--- config.mk ---
export PLATFORM = sky130hd
export DESIGN_NAME = lsf_cell
export DESIGN_NICKNAME = d
export VERILOG_FILES = /design/src/design/lsf_pkg.sv /design/src/design/lsf_cell.sv
export SDC_FILE = /design/constraint.sdc
export NUM_CORES = 1
export LEC_CHECK = 0
export BUFFER_PORTS_ARGS = -buffer_cell sky130_fd_sc_hd__buf_2
export CORE_UTILIZATION = 47
export DETAILED_ROUTE_END_ITERATION = 16
export PLACE_DENSITY = 0.77
export SLEW_MARGIN = 15
export SYNTH_ARGS = -nofsm -noshare
export SYNTH_HDL_FRONTEND = slang
export SYNTH_SLANG_ARGS = --single-unit
export TNS_END_PERCENT = 20
--- constraint.sdc ---
create_clock -name clk_i -period 6.6 [get_ports clk_i]
set_clock_uncertainty 0.1 [all_clocks]
set_input_delay 1.32 -clock clk_i [delete_from_list [all_inputs] [get_ports clk_i]]
set_output_delay 1.32 -clock clk_i [all_outputs]
set_load 0.02 [all_outputs]
--- src/design/lsf_pkg.sv ---
// Label swap forwarding: shared types and codes.
// Used by every module of the block; depends on nothing.
package lsf_pkg;

  localparam int unsigned PortW  = 4;
  localparam int unsigned PortCnt = 16;
  localparam int unsigned LabelW = 64;

  typedef enum logic [1:0] {
    CMD_FWD   = 2'd0,
    CMD_WRITE = 2'd1,
    CMD_DOWN  = 2'd2,
    CMD_NONE  = 2'd3
  } lsf_cmd_e;

  typedef enum logic [3:0] {
    V_FWD          = 4'd0,
    V_FWD_EXIT     = 4'd1,
    V_BACK_EXIT    = 4'd2,
    V_MISS_DROP    = 4'd3,
    V_TARGET_DOWN  = 4'd4,
    V_MALFORMED    = 4'd5,
    V_STORED       = 4'd6,
    V_DUPLICATE    = 4'd7,
    V_FULL         = 4'd8,
    V_PORT_DOWNED  = 4'd9
  } lsf_verdict_e;

  typedef enum logic [0:0] {
    REG_BACK_EN   = 1'd0,
    REG_EXIT_MASK = 1'd1
  } lsf_reg_e;

  typedef struct packed {
    logic [1:0]        command;
    logic [PortW-1:0]  in_port;
    logic [LabelW-1:0] in_label;
    logic              frame_ok;
    logic [PortW-1:0]  target_port;
    logic [LabelW-1:0] target_label;
  } lsf_req_t;

  typedef struct packed {
    lsf_verdict_e      verdict;
    logic [PortW-1:0]  dest_port;
    logic [LabelW-1:0] out_label;
    logic              exit_mark;
  } lsf_res_t;

  // request walking down the cell row, with what it has picked up so far
  typedef struct packed {
    logic              vld;
    lsf_req_t          req;
    logic              hit;
    logic [PortW-1:0]  hit_dest;
    logic [LabelW-1:0] hit_label;
    logic              stored;
  } lsf_token_t;

  typedef struct packed {
    logic               back_en;
    logic [PortCnt-1:0] exit_mask;
  } lsf_cfg_t;

endpackage

--- src/design/lsf_cell.sv ---
// One route entry of the cell row: holds the entry, matches the passing
// request against it and claims the slot for a route write. Uses lsf_pkg.
module lsf_cell (
  input  logic              clk_i,
  input  logic              rst_ni,
  input  logic              adv_i,
  input  lsf_pkg::lsf_token_t tok_i,
  output lsf_pkg::lsf_token_t tok_o
);
  import lsf_pkg::*;

  logic              ent_vld_q;
  logic [PortW-1:0]  key_port_q;
  logic [LabelW-1:0] key_label_q;
  logic [PortW-1:0]  dest_q;
  logic [LabelW-1:0] new_label_q;
  lsf_token_t        tok_q, tok_d;
  logic              match, take;

  assign match = ent_vld_q && (key_port_q == tok_i.req.in_port) &&
                 (key_label_q == tok_i.req.in_label);
  // entries fill from the bottom and never leave, so the first free cell
  // reached without a hit is the lowest free slot and no duplicate lies beyond
  assign take  = tok_i.vld && (tok_i.req.command == CMD_WRITE) && !ent_vld_q &&
                 !tok_i.hit && !tok_i.stored;

  always_comb begin
    tok_d = tok_i;
    if (tok_i.vld && match && !tok_i.hit) begin
      tok_d.hit       = 1'b1;
      tok_d.hit_dest  = dest_q;
      tok_d.hit_label = new_label_q;
    end
    if (take) begin
      tok_d.stored = 1'b1;
    end
  end

  always_ff @(posedge clk_i or negedge rst_ni) begin
    if (!rst_ni) begin
      ent_vld_q <= 1'b0;
      tok_q     <= '0;
    end else if (adv_i) begin
      tok_q <= tok_d;
      if (take) begin
        ent_vld_q <= 1'b1;
      end
    end
  end

  always_ff @(posedge clk_i) begin
    if (adv_i) begin
      if (take) begin
        key_port_q  <= tok_i.req.in_port;
        key_label_q <= tok_i.req.in_label;
        dest_q      <= tok_i.req.target_port;
        new_label_q <= tok_i.req.target_label;
      end
    end
  end

  assign tok_o = tok_q;

endmodule

==> impl_results.md <==
* Status: complete, no violations
* Switching power at 1300 µW
* Core region area at 28900 µm²
* Max-Cap Viols at 0
* Flops & latches, synth at 347
* Storage element area at 9360 µm²
* Arr. time, crit path at 4.32 ns
* Total setup buffers inserted after CTS at 0
* Maximum number of pins on one net before global-route repair at 192
* RSZ-0062 raised after global routing: no
* Number of hold violations in the final report at 0
* Post-Syn Nets at 1152
* Switching part of the total power at 0.249
* Leakage at 0.00769 µW
* Power density over cell area at 295 nW/µm²
* End of the worst register-to-register path: tok_o[64]$_DFFE_PN0P_
* Most common cell after layout, fill and taps aside: sky130_fd_sc_hd__buf_2
* Total congestion overflow at 0
* Number of input and output port buffers inserted at 422
* Full die area at 30400 µm²
* Post-layout min period at 4.04 ns
* Syn avg cell area at 14.9 µm²
* Layout cells sized above 1 at 0.488
* Crit path launch: tok_i[155]
* Die span in x at 174 µm
* Register share of total power at 0.469
* Setup slack of the most critical reg-to-reg path at 3.09 ns
* Most frequent cells in the layout: 420 x sky130_fd_sc_hd__buf_2, 211 x sky130_fd_sc_hd__dfrtp_1, 140 x sky130_fd_sc_hd__mux2_2
* Number of buffers created by CTS at 38
* Remaining antenna violation count at 0
* Capturing element of the worst setup path: tok_o[64]$_DFFE_PN0P_
* Number of buffers inserted for hold repair after clock tree synthesis at 0
* Fraction of post-synthesis cell area in the top cell type by area at 0.378
* Worst-path fanout max at 68
* Clock edge transition at the registers on the reported setup and hold paths at 0.06 ns
* Vias per Instance at 5.27
* Required time worst endpoint at 6.89 ns
* First-pass GRT wire length at 54000 µm
* Final count of negative-setup-slack endpoints at 0
* Total via count after detailed routing at 9291
* Area of the multi-input gates at 4070 µm²
* Effective utilization at floorplan at 0.482
* Number of enable flip-flop cells after synthesis at 136
* Number of cells on the worst reg-to-reg path at 6
* All-layer global routing usage at 0.227
* Hold Path Origin: tok_o[72]$_DFFE_PN0P_
* TritonCTS clock tree: yes
* Slew @ Worst Pin at 1.09 ns
* Fraction of the yosys area taken by sequential cells at 0.671
* Top flip-flop cell by instance count after synthesis: sky130_fd_sc_hd__dfrtp_1
* Count of fill cells added during filler insertion at 2253
* Class of the worst hold path: reg2reg
* Average detailed-routed wire length per instance at 19.6 µm
* CTS sink cnt at 347
* Number of rows created at floorplan at 62
* Weighted congestion reported at the end of routability-driven placement at 0.852
* Combinational share of power at 0.129
* Total detailed-routing wirelength at 34600 µm
* Largest vdd supply drop at 0.000224 V
* Worst r2r src: key_label_q[16]$_DFFE_PP_
* Critical path class: in2reg
* Via count of the first global-routing pass at 9699
* Maximum operating frequency at 0.248 GHz
* Total non-filler cell area in the finished layout at 17700 µm²
* Internal power component at 3920 µW
* Initial DRC count at 566
* Fin. max-slew vios at 0
* Number of warnings printed during yosys synthesis at 0
* Drt first pass iters at 4
* Mapped cell area at 14000 µm²
* Maximum buffer depth of the clock tree at 3
* Number of antenna violations at the first check in global routing at 5
* Final-stage net count at 1559
* Distinct cell type count after synthesis at 36
* Estimated wirelength of the detail-placed design at 23600 µm
* Share of the clock period used by the worst path at 0.612
* Number of H-tree branching levels at 2
* Clk root buf: sky130_fd_sc_hd__clkbuf_16
* Number of remaining DRC errors at 0
* Cell type with the largest total area after synthesis: sky130_fd_sc_hd__dfrtp_1
* Critical Path Start Type: input pin
* DP Area at 16400 µm²
* Largest cells by area after synthesis: sky130_fd_sc_hd__dfrtp_1 38%, sky130_fd_sc_hd__edfxtp_1 29%, sky130_fd_sc_hd__mux2_2 11%
* Max_slew headroom at 0.273
* Area growth from synthesis to final layout at 26.6%
* Synth async-reset ratio at 0.608
* Count of pins on the block boundary at 423
* Latest clock arrival within the worst-skew pair at 0.51 ns
* Crit end category: register
* Die boundary height at 174 µm
* Number of gates given a new drive strength after cts at 0
* Final-layout setup total negative slack at 0 ns
* Clk network pwr share at 0.402
* Syn Inst Count at 939
[power groups by stage]
| stage | sequential (µW) | clock, µW | combinational [µW] |
|---|---|---|---|
| final | 2450 | 2090 | 672 |
| after global routing | 2460 | 2220 | 719 |
| after CTS | 2450 | 2140 | 679 |
| after detailed placement | 2490 | 0 | 677 |
| after global placement | 2480 | 0 | 662 |
| after floorplan | 2640 | 0 | 210 |
[critical path, stage by stage]
cell                       delay (ns)
sky130_fd_sc_hd__buf_2           0.12
sky130_fd_sc_hd__xor2_1          0.16
sky130_fd_sc_hd__nor4_1          0.44
sky130_fd_sc_hd__nand4_1         0.18
sky130_fd_sc_hd__nor4_1          0.61
sky130_fd_sc_hd__nand3_4         0.83
sky130_fd_sc_hd__o221ai_1        0.53
[final cells by class]
type / instances / area share
flip-flops and latches: 347 / 0.530
multi-input cells: 455 / 0.230
repair buffers: 428 / 0.125
clock buffers: 58 / 0.0645
well taps: 384 / 0.0272
inverters: 76 / 0.0161
clock inverters: 11 / 0.00602
diodes: 4 / 0.000566
[logic make-up after synthesis]
logic type,after synthesis,synth area share
multiplexers,141,0.114
AO/OA/AOI/OAI,146,0.102
flip-flops,347,0.671
XOR/XNOR,57,0.0358
buffers and inverters,137,0.0392
AND/OR/NAND/NOR,111,0.0382
[per-layer routing]
layer,global-route usage,part of all wire
met1,0.284,0.40
met2,0.375,0.49
met3,0.0564,0.073
met4,0.0925,0.034
met5,0,0.00032
[worst min-delay path by stage]
stage / cells after the start / end
3_5_place_dp: 1 / tok_o[180]$_DFFE_PN0P_
5_1_grt: 1 / tok_o[139]$_DFFE_PN0P_
2_1_floorplan: 1 / ent_vld_q$_DFFE_PN0P_
6_report: 1 / tok_o[72]$_DFFE_PN0P_
3_3_place_gp: 2 / tok_o[0]$_DFFE_PN0P_
4_1_cts: 1 / tok_o[72]$_DFFE_PN0P_
[Yosys cell counts, types with 2 or more instances]
| master | number |
|---|---|
| sky130_fd_sc_hd__a21oi_1 | 2 |
| sky130_fd_sc_hd__buf_1 | 2 |
| sky130_fd_sc_hd__buf_2 | 8 |
| sky130_fd_sc_hd__buf_6 | 3 |
| sky130_fd_sc_hd__clkbuf_1 | 48 |
| sky130_fd_sc_hd__dfrtp_1 | 211 |
| sky130_fd_sc_hd__edfxtp_1 | 136 |
| sky130_fd_sc_hd__inv_1 | 76 |
| sky130_fd_sc_hd__mux2_2 | 140 |
| sky130_fd_sc_hd__nand2_1 | 70 |
| sky130_fd_sc_hd__nand2b_1 | 7 |
| sky130_fd_sc_hd__nand3_1 | 2 |
| sky130_fd_sc_hd__nand4_1 | 4 |
| sky130_fd_sc_hd__nor2_1 | 2 |
| sky130_fd_sc_hd__nor2b_1 | 4 |
| sky130_fd_sc_hd__nor4_1 | 13 |
| sky130_fd_sc_hd__nor4_2 | 2 |
| sky130_fd_sc_hd__o2111ai_1 | 3 |
| sky130_fd_sc_hd__o211ai_1 | 48 |
| sky130_fd_sc_hd__o211ai_2 | 20 |
| sky130_fd_sc_hd__o221ai_1 | 49 |
| sky130_fd_sc_hd__o221ai_2 | 20 |
| sky130_fd_sc_hd__xor2_1 | 56 |
[state kept, by name, summed over array words and instances (netlist names)]
register / flops
tok_o: 210
key_port_q: 4
new_label_q: 64
dest_q: 4
ent_vld_q: 1
key_label_q: 64
[stage by stage]
stage | std cells | util | hold slack (ns) | power [µW] | setup WS, ns
after floorplan | 939 | - | 0.365 | 2850 | 0.599
after global placement | 1690 | 0.567 | 0.378 | 3140 | 2.17
after detailed placement | 1690 | 0.567 | 0.389 | 3160 | 2.04
after CTS | 1759 | 0.610 | 0.403 | 5270 | 2.57
after global routing | 1763 | 0.611 | 0.409 | 5400 | 2.19
final | 1763 | 0.611 | 0.398 | 5220 | 2.56
Note: power is estimated with default switching activity, not from simulation.
