`src/design/lsf_pkg.sv`:
```
// Label swap forwarding: shared types and codes.
// Used by every module of the block; depends on nothing.
package lsf_pkg;

  localparam int unsigned PortW  = 4;
  localparam int unsigned PortCnt = 16;
  localparam int unsigned LabelW = 64;

  typedef enum logic [1:0] {
    CMD_FWD   = 2'd0,
    CMD_WRITE = 2'd1,
    CMD_DOWN  = 2'd2,
    CMD_NONE  = 2'd3
  } lsf_cmd_e;

  typedef enum logic [3:0] {
    V_FWD          = 4'd0,
    V_FWD_EXIT     = 4'd1,
    V_BACK_EXIT    = 4'd2,
    V_MISS_DROP    = 4'd3,
    V_TARGET_DOWN  = 4'd4,
    V_MALFORMED    = 4'd5,
    V_STORED       = 4'd6,
    V_DUPLICATE    = 4'd7,
    V_FULL         = 4'd8,
    V_PORT_DOWNED  = 4'd9
  } lsf_verdict_e;

  typedef enum logic [0:0] {
    REG_BACK_EN   = 1'd0,
    REG_EXIT_MASK = 1'd1
  } lsf_reg_e;

  typedef struct packed {
    logic [1:0]        command;
    logic [PortW-1:0]  in_port;
    logic [LabelW-1:0] in_label;
    logic              frame_ok;
    logic [PortW-1:0]  target_port;
    logic [LabelW-1:0] target_label;
  } lsf_req_t;

  typedef struct packed {
    lsf_verdict_e      verdict;
    logic [PortW-1:0]  dest_port;
    logic [LabelW-1:0] out_label;
    logic              exit_mark;
  } lsf_res_t;

  // request walking down the cell row, with what it has picked up so far
  typedef struct packed {
    logic              vld;
    lsf_req_t          req;
    logic              hit;
    logic [PortW-1:0]  hit_dest;
    logic [LabelW-1:0] hit_label;
    logic              stored;
  } lsf_token_t;

  typedef struct packed {
    logic               back_en;
    logic [PortCnt-1:0] exit_mask;
  } lsf_cfg_t;

endpackage

```
`src/design/lsf_resolve.sv`:
```
// End of the cell row: port disconnect mask, final verdict and the output
// register. Uses lsf_pkg.
module lsf_resolve #(
  parameter int unsigned NUM_PORTS = 16
) (
  input  logic                clk_i,
  input  logic                rst_ni,
  input  logic                adv_i,
  input  lsf_pkg::lsf_cfg_t   cfg_i,
  input  lsf_pkg::lsf_token_t tok_i,
  output logic                out_valid_o,
  output lsf_pkg::lsf_res_t   out_res_o
);
  import lsf_pkg::*;

  localparam int unsigned MaskW = (NUM_PORTS < PortCnt) ? NUM_PORTS : PortCnt;

  logic [MaskW-1:0]   down_q, down_d;
  logic [PortCnt-1:0] port_ok, down_vec, exit_vec;
  logic               out_valid_q;
  lsf_res_t           res_q, res_d;
  lsf_req_t           rq;

  for (genvar i = 0; i < PortCnt; i++) begin : g_port
    if (i < MaskW) begin : g_in
      assign port_ok[i]  = 1'b1;
      assign down_vec[i] = down_q[i];
    end else begin : g_out
      assign port_ok[i]  = 1'b0;
      assign down_vec[i] = 1'b0;
    end
  end

  assign exit_vec = cfg_i.exit_mask & port_ok;
  assign rq       = tok_i.req;

  always_comb begin
    down_d = down_q;
    for (int i = 0; i < MaskW; i++) begin
      if (tok_i.vld && (rq.command == CMD_DOWN) && (rq.in_port == PortW'(i))) begin
        down_d[i] = 1'b1;
      end
    end
  end

  always_comb begin
    res_d.verdict   = V_PORT_DOWNED;
    res_d.dest_port = '0;
    res_d.out_label = '0;
    res_d.exit_mark = 1'b0;
    case (rq.command)
      CMD_FWD: begin
        if (!rq.frame_ok) begin
          res_d.verdict = V_MALFORMED;
        end else if (tok_i.hit) begin
          if (!port_ok[tok_i.hit_dest] || down_vec[tok_i.hit_dest]) begin
            res_d.verdict = V_TARGET_DOWN;
          end else begin
            res_d.dest_port = tok_i.hit_dest;
            res_d.out_label = tok_i.hit_label;
            if (exit_vec[tok_i.hit_dest]) begin
              res_d.verdict   = V_FWD_EXIT;
              res_d.exit_mark = 1'b1;
            end else begin
              res_d.verdict = V_FWD;
            end
          end
        end else if (cfg_i.back_en) begin
          res_d.verdict   = V_BACK_EXIT;
          res_d.dest_port = rq.in_port;
          res_d.out_label = rq.in_label;
          res_d.exit_mark = 1'b1;
        end else begin
          res_d.verdict = V_MISS_DROP;
        end
      end
      CMD_WRITE: begin
        if (tok_i.hit) begin
          res_d.verdict = V_DUPLICATE;
        end else if (tok_i.stored) begin
          res_d.verdict = V_STORED;
        end else begin
          res_d.verdict = V_FULL;
        end
      end
      default: begin
        res_d.verdict = V_PORT_DOWNED;
      end
    endcase
  end

  always_ff @(posedge clk_i or negedge rst_ni) begin
    if (!rst_ni) begin
      down_q      <= '0;
      out_valid_q <= 1'b0;
    end else if (adv_i) begin
      down_q      <= down_d;
      out_valid_q <= tok_i.vld;
    end
  end

  always_ff @(posedge clk_i) begin
    if (adv_i) begin
      res_q <= res_d;
    end
  end

  assign out_valid_o = out_valid_q;
  assign out_res_o   = res_q;

endmodule

```
`config.mk`:
```
export PLATFORM = sky130hd
export DESIGN_NAME = lsf_resolve
export DESIGN_NICKNAME = d
export VERILOG_FILES = /design/src/design/lsf_pkg.sv /design/src/design/lsf_resolve.sv
export SDC_FILE = /design/constraint.sdc
export NUM_CORES = 1
export LEC_CHECK = 0
export ABC_AREA = 1
export BUFFER_PORTS_ARGS = -buffer_cell sky130_fd_sc_hd__clkbuf_2
export CORE_AREA = 2 2 118 120
export DETAILED_ROUTE_END_ITERATION = 12
export DIE_AREA = 0 0 120 122
export PLACE_DENSITY = 0.78
export SLEW_MARGIN = 40
export SYNTH_ARGS = -nofsm -noshare
export SYNTH_HDL_FRONTEND = slang
export SYNTH_SLANG_ARGS = --single-unit
```
`constraint.sdc`:
```
create_clock -name clk_i -period 2.2 [get_ports clk_i]
set_clock_uncertainty 0.2 [all_clocks]
set_input_delay 0.44 -clock clk_i [delete_from_list [all_inputs] [get_ports clk_i]]
set_output_delay 0.44 -clock clk_i [all_outputs]
set_load 0.1 [all_outputs]
```
==> results of run 1 <==
==> what timing repair did <==
action                                  in CTS  in global routing
gates resized for setup                      0                  0
hold endpoints to repair                    17                  0
endpoints found under the setup margin       0                  0
hold buffers                                 1                  0
==> sequential cells by signal, indices dropped and copies added, names as in the netlist <==
name	count
out_valid_o	1
down_q	16
out_res_o	73
==> worst max-delay path, stage by stage <==
cell and delay [ns]:
clkbuf_2 0.24, inv_6 0.08, nand2_1 0.07, nand3_1 0.08, nand3_1 0.12, nand3_4 0.21, buf_12 0.25, nand4_1 0.12
a21oi_1 0.08
==> final cells by class <==
type / instances / area (µm²)
fillers: 1307 / 7150
clock buffers: 9 / 225
multi-input cells: 328 / 1620
clock inverters: 7 / 53.8
inverters: 44 / 170
flip-flops and latches: 90 / 2620
repair buffers: 256 / 1440
well taps: 180 / 225
==> layout by cell type (no fill, tap or decap), types with 2 or more instances in the layout <==
master,synthesis,final
a21oi_1,68,68
buf_12,0,8
buf_4,13,13
clkbuf_16,0,9
clkbuf_2,0,234
clkinvlp_4,0,3
dfrtp_1,17,17
edfxtp_1,73,73
inv_1,42,42
inv_6,1,3
nand2_1,133,132
nand2_2,1,2
nand3_1,22,22
nand3_2,4,4
nand3_4,2,2
nand4_1,70,70
nor2_1,8,8
nor3_1,4,4
o211ai_1,2,2
o21ai_0,9,9
==> metal layers <==
metal | vias up | GRT usage (%) | wire length, µm
met5 | - | 0 | 0
met4 | 0 | 6.54 | 251
met3 | 20 | 4.26 | 1070
met2 | 204 | 30.9 | 6730
met1 | 2069 | 22.6 | 5650
li1 | 2221 | - | -
==> path summary, 6_finish.rpt <==
path / end / slack (ns) / cells past startpoint
worst max-delay path: out_res_o[13]$_SDFFCE_PN0P_ / 0.34 / 9
worst min-delay path: out_valid_o$_DFFE_PN0P_ / 0.18 / 3
worst max register to register: out_res_o[54]$_SDFFCE_PN0P_ / 0.37 / 8
worst min register to register: down_q[15]$_DFFE_PN0P_ / 0.25 / 2
max in group asynchronous: down_q[11]$_DFFE_PN0P_ / 1.13 / 2
min in group asynchronous: down_q[2]$_DFFE_PN0P_ / 0.37 / 2
==> kinds of logic after synthesis <==
family | after synthesis
AO/OA/AOI/OAI | 80
buffers and inverters | 84
flip-flops | 90
AND/OR/NAND/NOR | 248
==> power by group <==
group	switching, mW	internal, mW
registers	0.0232	1.93
clock network	0.665	0.773
logic	0.972	0.268
==> metrics.md, run 1 <==
| Metric | Value |
|---|---|
| Layout Utilization | 47.0% |
| Total grt overflow | 0 |
| Initial DRC count | 266 |
| Die height | 122 µm |
| RSZ-0062 raised after global routing | no |
| Rows | 43 |
| Syn nets | 732 |
| Pin count of the biggest net entering global routing | 58 |
| Slew HR | 61.5% |
| Yosys cell types | 26 |
| Post-route setup TNS | 0 ns |
| Critical Path Fanout Max | 32 |
| H-tree depth | 3 |
| Slew @ Worst Pin | 0.580 ns |
| Simple-gate portion of the synthesized area | 25.9% |
| Cell taking the most area after synthesis | edfxtp_1 |
| Clk_lat worst skew | 0.34 ns |
| Via density | 4.94 |
| Cell Area, Synth | 0.00465 mm² |
| CP startpoint | tok_i[65] |
| Yosys reg bits | 90 |
| CTS tree | built |
| Share of the yosys chip area belonging to registers | 56.3% |
| Routability-driven placement congestion ratio | 0.858 |
| Area contributors post-synth | edfxtp_1 (47%), nand2_1 (11%), nand4_1 (9.4%), dfrtp_1 (9.2%), a21oi_1 (7.3%) |
| DR pass1 iterations | 5 |
| Adder and majority cell fraction of the synthesized area | 0% |
| Outcome | finished, final reports clean |
| Horiz. Die Dim | 120 µm |
| Final setup vio count | 0 |
| Diodes inserted | 0 |
| Total length of routed wires | 13700 µm |
| Vias in the first global route | 4155 |
| Max-cap violations | 0 |
| Fin cells | 914 |
| Root Buffer | clkbuf_16 |
| Post-Synth XOR/XNOR Area | 0% |
| Yosys warns | 0 |
| Total track usage | 18.2% |
| FFs w/ async S/R, synth | 18.9% |
| Hold path start | tok_i[209] |
| Post-synth EDFFs | 73 |
| Max VDD drop | 0.317 mV |
| Starting Density | 34.4% |
| Critical Path Source Type | input pin |
| Power Density | 729 mW/mm² |
| Worst Setup End Kind | register |
| Max-slew violations | 0 |
| Nets@finish | 959 |
| Kind of critical path | in2reg |
| Pleak | 2.81 nW |
| Gate Count Post-Synth | 502 |
| Area Growth Syn to Fin | 36.6% |
| Worst R2R Start | down_q[4]$_DFFE_PN0P_ |
| Arrival time at the worst endpoint | 1.72 ns |
| Remaining DRCs | 0 |
| Clock Path Buffers | 2 |
| First-pass GRT wire length | 20900 µm |
| Setup bufs post-CTS | 0 |
| ANT nets after route | 0 |
| Top-area cell type share of the netlist area | 47.2% |
| Post-place setup slack | -0.00589 ns |
| Final instance area | 0.00635 mm² |
| Dpl hpwl | 9940 µm |
| Vias | 4514 |
| Count leader, synth | nand2_1 |
| Share of post-route cells with drive strength above 1 | 38.7% |
| Post-route setup slack | 0.344 ns |
| Initial antenna violation count | 0 |
| I/O Buffers | 235 |
| Hold Crit Class | in2reg |
| Placed Area | 0.00606 mm² |
| WHS | 0.175 ns |
| Die area | 0.0146 mm² |
| Crit path required time | 2.07 ns |
| IO Count | 304 |
| Synth Area per Inst | 9.26 µm² |
| Main synth FF type | edfxtp_1 |
| Synth Area in Compound Gates | 8.78% |
| Core area | 0.0135 mm² |
| TritonCTS buffer count | 9 |
| Mux cell area share after synthesis | 0% |
| Most frequent cells after synthesis | nand2_1 (133), edfxtp_1 (73), nand4_1 (70) |
| Total power | 4.63 mW |
| Final worst path period need | 1.86 ns |
| Clk slew on worst S/H paths | 0.07 ns |
| Final hold vios | 0 |
| Fmax | 539 MHz |
| Largest family of logic cells by synthesized area | simple AND/OR/NAND/NOR gates |
| Tcrit/Tclk final | 84.3% |
| CTS Sinks | 90 |
| Dpl cells | 897 |
| DR WL/cell | 15.0 µm |
Note: power is estimated with default switching activity, not from simulation.
==> run 2: changes to the inputs <==
--- a/config.mk
+++ b/config.mk
@@ -5,12 +5,12 @@
 export SDC_FILE = /design/constraint.sdc
 export NUM_CORES = 1
 export LEC_CHECK = 0
-export ABC_AREA = 1
+export ABC_AREA = 0
 export BUFFER_PORTS_ARGS = -buffer_cell sky130_fd_sc_hd__clkbuf_2
 export CORE_AREA = 2 2 118 120
 export DETAILED_ROUTE_END_ITERATION = 12
 export DIE_AREA = 0 0 120 122
-export PLACE_DENSITY = 0.78
+export PLACE_DENSITY = 0.72
 export SLEW_MARGIN = 40
 export SYNTH_ARGS = -nofsm -noshare
 export SYNTH_HDL_FRONTEND = slang
==> constraint.sdc (replaced) <==
create_clock -name clk_i -period 1.81 [get_ports clk_i]
set_clock_uncertainty 0.2 [all_clocks]
set_input_delay 0.362 -clock clk_i [delete_from_list [all_inputs] [get_ports clk_i]]
set_output_delay 0.362 -clock clk_i [all_outputs]
set_load 0.1 [all_outputs]
==> metrics.md, run 2 <==
| Metric | Value |
|---|---|
| Max FFs per register | 73 |
| Sequential cell fraction of total power | 41.5% |
| DR WL/cell | 16.6 µm |
| Fmax | 490 MHz |
| Post-synth EDFFs | 73 |
| Net Switching | 1.94 mW |
| Global routing usage on met1 | 16.7% |
| Clk pwr share | 34.2% |
| Critical Path, Cell by Cell | mux4_2 -> mux2i_1 -> mux2_4 -> and2_4 -> clkbuf_16 -> a22o_1 |
| ANT nets after route | 0 |
| Kind of critical path | reg2reg |
| Placed Area | 0.00540 mm² |
| Syn nets | 465 |
| RSZ-0062 raised after global routing | yes |
| I/O Buffers | 235 |
| DR pass1 iterations | 4 |
| Nets@finish | 713 |
| Hold Crit Class | in2reg |
| Starting Density | 29.0% |
| Internal power | 4.00 mW |
| Met2 Resource Use GR | 25.6% |
| Area Growth Syn to Fin | 47.8% |
| Rows | 43 |
| Initial DRC count | 202 |
| Flop-to-flop setup slack | -0.23 ns |
| First-pass GRT wire length | 16100 µm |
| Vias in the first global route | 3237 |
| Diodes inserted | 0 |
| Root Buffer | clkbuf_16 |
| Worst Setup End Kind | register |
| Total grt overflow | 0 |
| Yosys warns | 0 |
| Critical Path Fanout Max | 17 |
| Final setup vio count | 71 |
| Share of the yosys chip area belonging to registers | 66.9% |
| Share of post-route cells with drive strength above 1 | 61.0% |
| Filler instances | 1279 |
| CP delay by family, top | multiplexers |
| CTS Sinks | 90 |
| Area contributors post-synth | edfxtp_1 (56%), a22o_1 (14%), dfrtp_1 (11%), mux4_1 (3.4%), a21o_1 (1.9%) |
| Final hold vios | 0 |
| Outcome | finished, violations left |
| GRT Max-Usage Layer | met2 |
| Layout Utilization | 42.8% |
| Via density | 4.76 |
| Pin count of the biggest net entering global routing | 41 |
| IO Count | 304 |
| Count leader, synth | edfxtp_1 |
| Yosys cell types | 32 |
| WHS | 0.0833 ns |
| Max-slew violations | 0 |
| TritonCTS buffer count | 9 |
| Commonest non-fill, non-tap cell in the layout | clkbuf_2 |
| FFs w/ async S/R, synth | 18.9% |
| Violated checks | negative setup slack |
| Remaining DRCs | 0 |
| Worst path max stage delay | 0.46 ns |
| Die height | 122 µm |
| Crit path required time | 1.82 ns |
| Core area | 0.0135 mm² |
| Horiz. Die Dim | 120 µm |
| Arrival time at the worst endpoint | 2.05 ns |
| Top-area cell type share of the netlist area | 56.0% |
| Dpl hpwl | 8370 µm |
| Final worst path period need | 2.04 ns |
| Tcrit/Tclk final | 113% |
| Cell taking the most area after synthesis | edfxtp_1 |
| Final instance area | 0.00578 mm² |
| Reg2reg end | out_res_o[64]$_SDFFCE_PN0P_ |
| Critical Path Source Type | register |
| Total track usage | 14.6% |
| Routability-driven placement congestion ratio | 0.826 |
| R2r worst-path depth | 6 |
| Comb power frac | 24.3% |
| CTS tree | built |
| Slew HR | 62.2% |
| Most frequent cells in the layout | clkbuf_2 (225), edfxtp_1 (73), a22o_1 (61), buf_4 (23), dfrtp_1 (17) |
| H-tree depth | 3 |
| Buffers and inverters on the worst path | 1 |
| Pleak | 2.71 nW |
| Max-cap violations | 0 |
| Slew @ Worst Pin | 0.570 ns |
| Synth Area per Inst | 16.6 µm² |
| Die area | 0.0146 mm² |
| Post-route setup slack | -0.232 ns |
| Most frequent cells after synthesis | edfxtp_1 (73), a22o_1 (61), dfrtp_1 (17) |
| Yosys reg bits | 90 |
| Clk_lat worst skew | 0.34 ns |
| Sw Share | 32.7% |
| Max VDD drop | 0.528 mV |
| Cell Area, Synth | 0.00391 mm² |
| GRT met3 Usage | 4.73% |
| Power Density | 1030 mW/mm² |
| Hold path start | tok_i[209] |
| Clock Path Buffers | 2 |
| Hold Path Depth | 2 |
| Clk slew on worst S/H paths | 0.07 ns |
| Vias | 3173 |
| Main synth FF type | edfxtp_1 |
| Slowest CP cell | mux4_2 |
| Gate Count Post-Synth | 235 |
| Initial antenna violation count | 0 |
| Hold EP | out_valid_o$_DFFE_PN0P_ |
| Worst R2R Start | down_q[13]$_DFFE_PN0P_ |
| Total length of routed wires | 11100 µm |
[run 2: timing repair]
action,4_1_cts,5_1_grt
gates resized for setup,5,0
setup endpoints to repair,71,71
pin swaps,1,1
hold buffers,1,0
buffers inserted,2,0
hold endpoints to repair,17,0
cloned,1,1
[run 2: cells by family after synthesis]
logic type	share of synthesized area, %
flip-flops	66.9
AND/OR/NAND/NOR	2.49
buffers and inverters	3.71
multiplexers	6.94
AO/OA/AOI/OAI	20.0
[run 2: cell type report]
| class | count | area, µm² | share of cell area, % |
|---|---|---|---|
| Timing Repair Buffer | 256 | 1450 | 25.1 |
| Sequential cell | 90 | 2620 | 45.3 |
| Inverter | 3 | 11.3 | 0.195 |
| Clock inverter | 6 | 97.6 | 1.69 |
| Multi-Input combinational cell | 123 | 1150 | 19.9 |
| Tap cell | 180 | 225 | 3.89 |
| Clock buffer | 9 | 225 | 3.89 |
[run 2: power groups by stage]
| stage | clock network [mW] | registers (mW) | logic, mW |
|---|---|---|---|
| CTS | 2.08 | 2.47 | 1.45 |
| global route | 2.18 | 2.48 | 1.50 |
| finish | 2.03 | 2.47 | 1.44 |
| global placement | 0 | 2.50 | 1.42 |
| detailed placement | 0 | 2.51 | 1.43 |
| floorplan | 0 | 3.32 | 0.195 |
[run 2: how the worst max path moves through the flow]
stage                           startpoint                          end  slack (ns)  cells after the start
detailed placement               tok_i[65]  out_res_o[28]$_SDFFCE_PN0P_       -0.54                      7
CTS                 down_q[13]$_DFFE_PN0P_  out_res_o[28]$_SDFFCE_PN0P_       -0.26                      6
global placement                 tok_i[65]  out_res_o[58]$_SDFFCE_PN0P_       -0.49                      7
finish              down_q[13]$_DFFE_PN0P_  out_res_o[64]$_SDFFCE_PN0P_       -0.23                      6
global route        down_q[15]$_DFFE_PN0P_  out_res_o[28]$_SDFFCE_PN0P_       -0.30                      6
floorplan                        tok_i[65]  out_res_o[65]$_SDFFCE_PN0P_       -0.46                      9
[run 2: metrics by stage]
| step | setup WS, ns | setup TNS (ns) | total power, mW | cells |
|---|---|---|---|---|
| finish | -0.232 | -14.63 | 5.94 | 667 |
| global route | -0.302 | -19.27 | 6.16 | 667 |
| CTS | -0.260 | -15.46 | 6.00 | 667 |
| detailed placement | -0.537 | -35.57 | 3.94 | 648 |
| global placement | -0.495 | -34.34 | 3.92 | 648 |
| floorplan | -0.460 | -24.60 | 3.52 | 235 |
[run 2: per-layer routing]
layer | wire [µm] | up-vias
met5 | 0 | -
met3 | 858 | 15
met1 | 4270 | 1526
li1 | - | 1474
met4 | 171 | 0
met2 | 5760 | 158
